File: src/rtl/core/idsa_pkg.sv
`default_nettype none

package idsa_pkg;

   // Table geometry.
   localparam int SLOT_COUNT = 16;
   localparam int SLOT_W     = (SLOT_COUNT > 1) ? $clog2(SLOT_COUNT) : 1;
   localparam int COUNT_W    = $clog2(SLOT_COUNT + 1);

   // Fixed field widths of the item ports.
   localparam int ID_W       = 32;
   localparam int INDEX_W    = 4;
   localparam int RELEASED_W = 5;
   localparam int RELEASED_MAX = (1 << RELEASED_W) - 1;

   // Operation codes carried by an input item.
   typedef enum logic {
      OP_ACQUIRE = 1'b0,
      OP_SWEEP   = 1'b1
   } op_type;

   // Command presented to the slot table in the work stage.
   typedef struct packed {
      logic              valid;
      op_type            op;
      logic [ID_W-1:0]   owner_id;
   } table_cmd_type;

   // Outcome of one command against the slot table.
   typedef struct packed {
      logic [SLOT_W-1:0]  slot;
      logic               full;
      logic               fresh;
      logic [COUNT_W-1:0] released;
   } table_rsp_type;

endpackage

`default_nettype wire

File: src/rtl/core/id_to_slot_allocator.sv
`default_nettype none

// Slot allocator that binds 32-bit owner IDs to one of SLOT_COUNT table slots
// for the length of a frame. An acquire item returns the slot already held by
// its ID or claims the lowest free one; a sweep item frees every slot that was
// not acquired since the previous sweep and reports how many it freed. The
// block takes one item in every cycle (busy stays low) and strobes its result
// on rsp_valid once the item has passed the input register, the parallel ID
// compare and priority encoders of the slot table, and the result register.
// Results come in item order and cannot be stalled, so the receiver must
// capture each one in the cycle its strobe is high.
module id_to_slot_allocator (
   input  wire                               clock,
   input  wire                               reset,
   input  wire                               start,
   output logic                              busy,
   input  wire                               req_op,
   input  wire  [idsa_pkg::ID_W-1:0]         req_owner_id,
   output logic                              rsp_valid,
   output logic [idsa_pkg::INDEX_W-1:0]      rsp_slot_index,
   output logic                              rsp_full_res,
   output logic                              rsp_fresh,
   output logic [idsa_pkg::RELEASED_W-1:0]   rsp_released_count
);
   import idsa_pkg::*;

   logic              req_vld_ff;
   op_type            req_op_ff;
   logic [ID_W-1:0]   req_id_ff;
   table_cmd_type     cmd;
   table_rsp_type     tbl_rsp;
   logic [31:0]       slot_wide;
   logic [31:0]       released_wide;
   logic [RELEASED_W-1:0] released_in;

   logic                  rsp_valid_ff;
   logic [INDEX_W-1:0]    rsp_slot_ff;
   logic                  rsp_full_ff;
   logic                  rsp_fresh_ff;
   logic [RELEASED_W-1:0] rsp_released_ff;

   // The block never refuses an item.
   assign busy = 1'b0;

   // Input register.
   always_ff @(posedge clock) begin
      if (reset) begin
         req_vld_ff <= 1'b0;
      end else begin
         req_vld_ff <= start;
      end
   end

   always_ff @(posedge clock) begin
      if (start) begin
         req_op_ff <= op_type'(req_op);
         req_id_ff <= req_owner_id;
      end
   end

   assign cmd.valid    = req_vld_ff;
   assign cmd.op       = req_op_ff;
   assign cmd.owner_id = req_id_ff;

   idsa_slot_table u_table (
      .clock (clock),
      .reset (reset),
      .cmd   (cmd),
      .rsp   (tbl_rsp)
   );

   // Fit the slot number and freed count to the port widths.
   always_comb begin
      slot_wide     = 32'(tbl_rsp.slot);
      released_wide = 32'(tbl_rsp.released);
      if (released_wide > 32'(RELEASED_MAX)) begin
         released_in = RELEASED_W'(RELEASED_MAX);
      end else begin
         released_in = released_wide[RELEASED_W-1:0];
      end
   end

   // Result register.
   always_ff @(posedge clock) begin
      if (reset) begin
         rsp_valid_ff <= 1'b0;
      end else begin
         rsp_valid_ff <= req_vld_ff;
      end
   end

   always_ff @(posedge clock) begin
      if (req_vld_ff) begin
         rsp_slot_ff     <= slot_wide[INDEX_W-1:0];
         rsp_full_ff     <= tbl_rsp.full;
         rsp_fresh_ff    <= tbl_rsp.fresh;
         rsp_released_ff <= released_in;
      end
   end

   assign rsp_valid          = rsp_valid_ff;
   assign rsp_slot_index     = rsp_slot_ff;
   assign rsp_full_res       = rsp_full_ff;
   assign rsp_fresh          = rsp_fresh_ff;
   assign rsp_released_count = rsp_released_ff;

endmodule

`default_nettype wire

File: src/rtl/core/idsa_slot_table.sv
`default_nettype none

module idsa_slot_table (
   input  wire                    clock,
   input  wire                    reset,
   input  idsa_pkg::table_cmd_type cmd,
   output idsa_pkg::table_rsp_type rsp
);
   import idsa_pkg::*;

   logic [SLOT_COUNT-1:0] used_ff;
   logic [SLOT_COUNT-1:0] used_in;
   logic [SLOT_COUNT-1:0] seen_ff;
   logic [SLOT_COUNT-1:0] seen_in;
   logic [ID_W-1:0]       owner_ff [SLOT_COUNT];

   logic [SLOT_COUNT-1:0] match;
   logic                  hit;
   logic [SLOT_W-1:0]     hit_idx;
   logic                  has_free;
   logic [SLOT_W-1:0]     free_idx;
   logic                  owner_wr;
   logic [SLOT_COUNT-1:0] stale;
   logic [COUNT_W-1:0]    stale_count;

   // Compare the ID against every used slot at once.
   always_comb begin
      for (int i = 0; i < SLOT_COUNT; i++) begin
         match[i] = used_ff[i] && (owner_ff[i] == cmd.owner_id);
      end
   end

   // Lowest matching slot and lowest free slot.
   always_comb begin
      hit      = 1'b0;
      hit_idx  = '0;
      has_free = 1'b0;
      free_idx = '0;
      for (int i = SLOT_COUNT - 1; i >= 0; i--) begin
         if (match[i]) begin
            hit     = 1'b1;
            hit_idx = SLOT_W'(i);
         end
         if (!used_ff[i]) begin
            has_free = 1'b1;
            free_idx = SLOT_W'(i);
         end
      end
   end

   // Slots that a sweep would free, and how many there are.
   always_comb begin
      stale       = used_ff & ~seen_ff;
      stale_count = '0;
      for (int i = 0; i < SLOT_COUNT; i++) begin
         stale_count = stale_count + COUNT_W'(stale[i]);
      end
   end

   // Next table state and the outcome of the item.
   always_comb begin
      used_in      = used_ff;
      seen_in      = seen_ff;
      owner_wr     = 1'b0;
      rsp.slot     = '0;
      rsp.full     = 1'b0;
      rsp.fresh    = 1'b0;
      rsp.released = '0;
      if (cmd.valid) begin
         unique case (cmd.op)
            OP_SWEEP: begin
               used_in      = used_ff & seen_ff;
               seen_in      = '0;
               rsp.released = stale_count;
            end
            OP_ACQUIRE: begin
               priority if (hit) begin
                  seen_in[hit_idx] = 1'b1;
                  rsp.slot         = hit_idx;
               end else if (has_free) begin
                  used_in[free_idx] = 1'b1;
                  seen_in[free_idx] = 1'b1;
                  owner_wr          = 1'b1;
                  rsp.slot          = free_idx;
                  rsp.fresh         = 1'b1;
               end else begin
                  rsp.full = 1'b1;
               end
            end
            default: begin
               used_in = used_ff;
            end
         endcase
      end
   end

   // Used and seen bits clear on reset.
   always_ff @(posedge clock) begin
      if (reset) begin
         used_ff <= '0;
         seen_ff <= '0;
      end else begin
         used_ff <= used_in;
         seen_ff <= seen_in;
      end
   end

   // Owner IDs are only read behind a set used bit, so they need no reset.
   always_ff @(posedge clock) begin
      if (owner_wr) begin
         owner_ff[free_idx] <= cmd.owner_id;
      end
   end

endmodule

`default_nettype wire
File: config.mk
export PLATFORM = sky130hd
export DESIGN_NAME = id_to_slot_allocator
export DESIGN_NICKNAME = d
export VERILOG_FILES = /design/src/rtl/core/idsa_pkg.sv /design/src/rtl/core/id_to_slot_allocator.sv /design/src/rtl/core/idsa_slot_table.sv
export SDC_FILE = /design/constraint.sdc
export NUM_CORES = 1
export LEC_CHECK = 0
export BUFFER_PORTS_ARGS = -buffer_cell sky130_fd_sc_hd__buf_2
export CAP_MARGIN = 20
export CORE_MARGIN = 3
export CORE_UTILIZATION = 53
export CTS_BUF_LIST = sky130_fd_sc_hd__clkbuf_8
export CTS_CLUSTER_DIAMETER = 200
export CTS_CLUSTER_SIZE = 10
export DETAILED_ROUTE_END_ITERATION = 16
export PLACE_DENSITY = 0.69
export SYNTH_ARGS = -nofsm -noshare
export SYNTH_HDL_FRONTEND = slang
export SYNTH_SLANG_ARGS = --single-unit
File: constraint.sdc
create_clock -name clock -period 4.35 [get_ports clock]
set_input_delay 0.6525 -clock clock [delete_from_list [all_inputs] [get_ports clock]]
set_output_delay 0.6525 -clock clock [all_outputs]
set_load 0.02 [all_outputs]
==> qor.yml <==
critPathArrivalTime_ns: 4.54
start_util_pct: 54.32
fmax_mhz: 241.8
io_pins: 49
ir_drop_mv: 0.2665
clk_pin_slew_ns: 0.08
rsz0062_at_grt: "no"
grt_antenna_before_repair: 1
ys_warn_count: 0
htreeDepth: 3
dieArea_um2: 52150
io_buffer_count: 47
wl_per_cell_um: 24.25
internal_power_mw: 8.144
cts_tree: "built"
reg2reg_from: "u_table.used_ff[1]$_SDFFE_PP0P_"
core_um2: 48250
finalClockSkew_ns: 0.04365
first_global_vias: 15140
status: "finished, final reports clean"
yosys.cell_types.count: 65
row_count: 80
syn_to_final_growth_pct: 10.43
nets: 1975
cts_setup_buffers: 0
die_y_um: 228.4
wl_met1_mm: 27.39
highest_layer: "met4"
relSlewSlack_pct: 36.99
postCtsHoldBufs: 0
cts_sinks: 590
synth_cells: 1794
cp_max_fo: 2
drc: 0
seq_power_share_pct: 59.1
p_comb_share_pct: 9.4
required_ns: 4.75
slew_violations: 0
die_x_um: 228.4
grt_pass1_wl_mm: 94.90
dr_total_vias: 15210
syn-num-nets: 1845
insertion_delay_ns: 0.66
dpl.hpwl_mm: 37.15
p_per_area_nw_per_um2: 370.2
hp-start: "req_owner_id[2]"
yosys-top-cells-area: "edfxtp_1 (64%), xnor2_1 (8.5%), xor2_1 (8.1%)"
critPathCaptureType: "register"
synth_area_um2: 26210
cts_buffers: 68
worst_pin_slew_ns: 0.9365
clk_path_buf_depth: 3
yosys.area.top_type: "edfxtp_1"
synth_edf_count: 556
grt.total_usage_pct: 24.19
yosysSeqAreaShare_pct: 66.31
ys_ff_latch: 590
post-route-period-util_pct: 95.09
first_iter_violations: 1700
post-route-min-period_ns: 4.136
setup_violations: 0
swShare_pct: 23.97
async_reset_ff_share_pct: 0
cts_resized: 0
power.total_mw: 10.71
drt_pass1_iterations: 5
synth.avg_cell_area_um2: 14.61
synth_top_cell_area_share_pct: 63.71
vias_per_cell: 5.844
p_sw_mw: 2.568
setup-tns-final_ns: 0
wl_met2_mm: 30.09
hold_viol: 0
overflow: 0
ys.flop_type: "edfxtp_1"
ant_nets: 0
crit_type: "register to register"
grt_max_degree: 36
p_leak_nw: 9.391
max-cap-violations: 0
hp-class: "input port to register"
pwr-share-clk_pct: 31.5
gp_congestion: 0.8857
critPathLaunch: "u_table.used_ff[1]$_SDFFE_PP0P_"
ctsRootBufferMaster: "clkbuf_8"
wl_mm: 63.12
met3_length_mm: 3.698
worstSetupStartpointType: "register"
drive_gt1_share_pct: 11.77
## logic make-up after synthesis
logic type	share of synthesized area, %
fa+ha+maj	1.003
xor+xnor	16.58
flops	66.31
other cells	0.01431
simple gates	9.989
compound gates	2.908
buf+inv	3.199
## power groups by stage
stage                     Clock (mW)  Sequential, mW  Combinational [mW]
after floorplan                    0            6.49               0.593
after global placement             0            6.45               0.988
after detailed placement           0            6.45                1.00
after CTS                       3.48            6.33                1.01
after global routing            3.70            6.33                1.08
final                           3.38            6.33                1.01
## worst max-delay path: stages, from the launching register on
cell     delay (ns)
dfxtp_1        0.34
inv_1          0.05
nor2_1         0.11
ha_1           0.24
inv_1          0.07
fa_1           0.43
fa_1           0.51
fa_1           0.42
fa_1           0.49
inv_1          0.05
fa_1           0.41
fa_1           0.47
xor2_1         0.15
and2_1         0.15
## metrics by stage
stage / instances / utilization (%) / hold WS (ns) / setup WS, ns / cell area, um2
final: 2603 / 59.98 / 0.1760 / 0.2136 / 28940
after global placement: 2509 / 57.71 / 0.4506 / 0.2509 / 27840
after detailed placement: 2510 / 57.73 / 0.4575 / 0.2183 / 27850
after global routing: 2603 / 59.98 / 0.1168 / 0.04157 / 28940
after floorplan: 1794 / - / 0.4320 / 0.2888 / 26210
after CTS: 2602 / 59.98 / 0.1166 / 0.1975 / 28940
## cell type report
cell class,count,area [um2]
fill,3860,19310
clock buffer,72,991.0
multi-input combinational,1080,7990
inverter,47,176.4
sequential,590,17380
tap,656,820.8
antenna,1,2.502
clock inverter,20,91.34
timing repair buffer,137,1490
## state kept, by name, summed over array words and instances, names as in the netlist
register / cells
rsp_slot_index: 4
u_table.owner_ff: 512
u_table.seen_ff: 16
rsp_fresh: 1
rsp_released_count: 5
req_op_ff: 1
u_table.used_ff: 16
rsp_valid: 1
req_id_ff: 32
req_vld_ff: 1
rsp_full_res: 1
## placed cells by master (no fill, tap or decap), types with 15 or more instances in the layout
cell type	instances
nor2b_1	15
nand2b_1	32
nor4_1	90
nand2_1	59
nor2_1	23
xor2_1	241
nand4_1	94
a21oi_1	40
buf_4	43
inv_1	64
buf_2	47
o21ai_0	37
dfxtp_1	34
nand3_1	46
edfxtp_1	556
xnor2_1	255
buf_12	46
nor3_1	28
clkbuf_8	72
## layer usage
layer | global-route usage (%) | vias up
met3 | 3.552 | 135
met4 | 8.011 | 0
met5 | 0 | -
met2 | 39.51 | 557
li1 | - | 6843
met1 | 33.61 | 7678
## cells in the mapped netlist (all sizes together), types with 32 or more instances
| cell | instances |
|---|---|
| a21oi | 40 |
| buf | 71 |
| dfxtp | 34 |
| edfxtp | 556 |
| inv | 47 |
| nand2 | 59 |
| nand2b | 32 |
| nand3 | 47 |
| nand4 | 94 |
| nor4 | 92 |
| o21ai | 42 |
| xnor2 | 255 |
| xor2 | 241 |
## path summary, 6_finish.rpt
check | slack (ns) | end | cells past startpoint
worst max-delay path | 0.21 | rsp_released_count[2]$_SDFFCE_PN0P_ | 13
worst min-delay path | 0.18 | req_id_ff[2]$_DFFE_PP_ | 1
worst max register to register | 0.21 | rsp_released_count[2]$_SDFFCE_PN0P_ | 13
worst min register to register | 0.47 | u_table.seen_ff[0]$_SDFFE_PP0P_ | 2
Power figures use the tool's default switching activity.
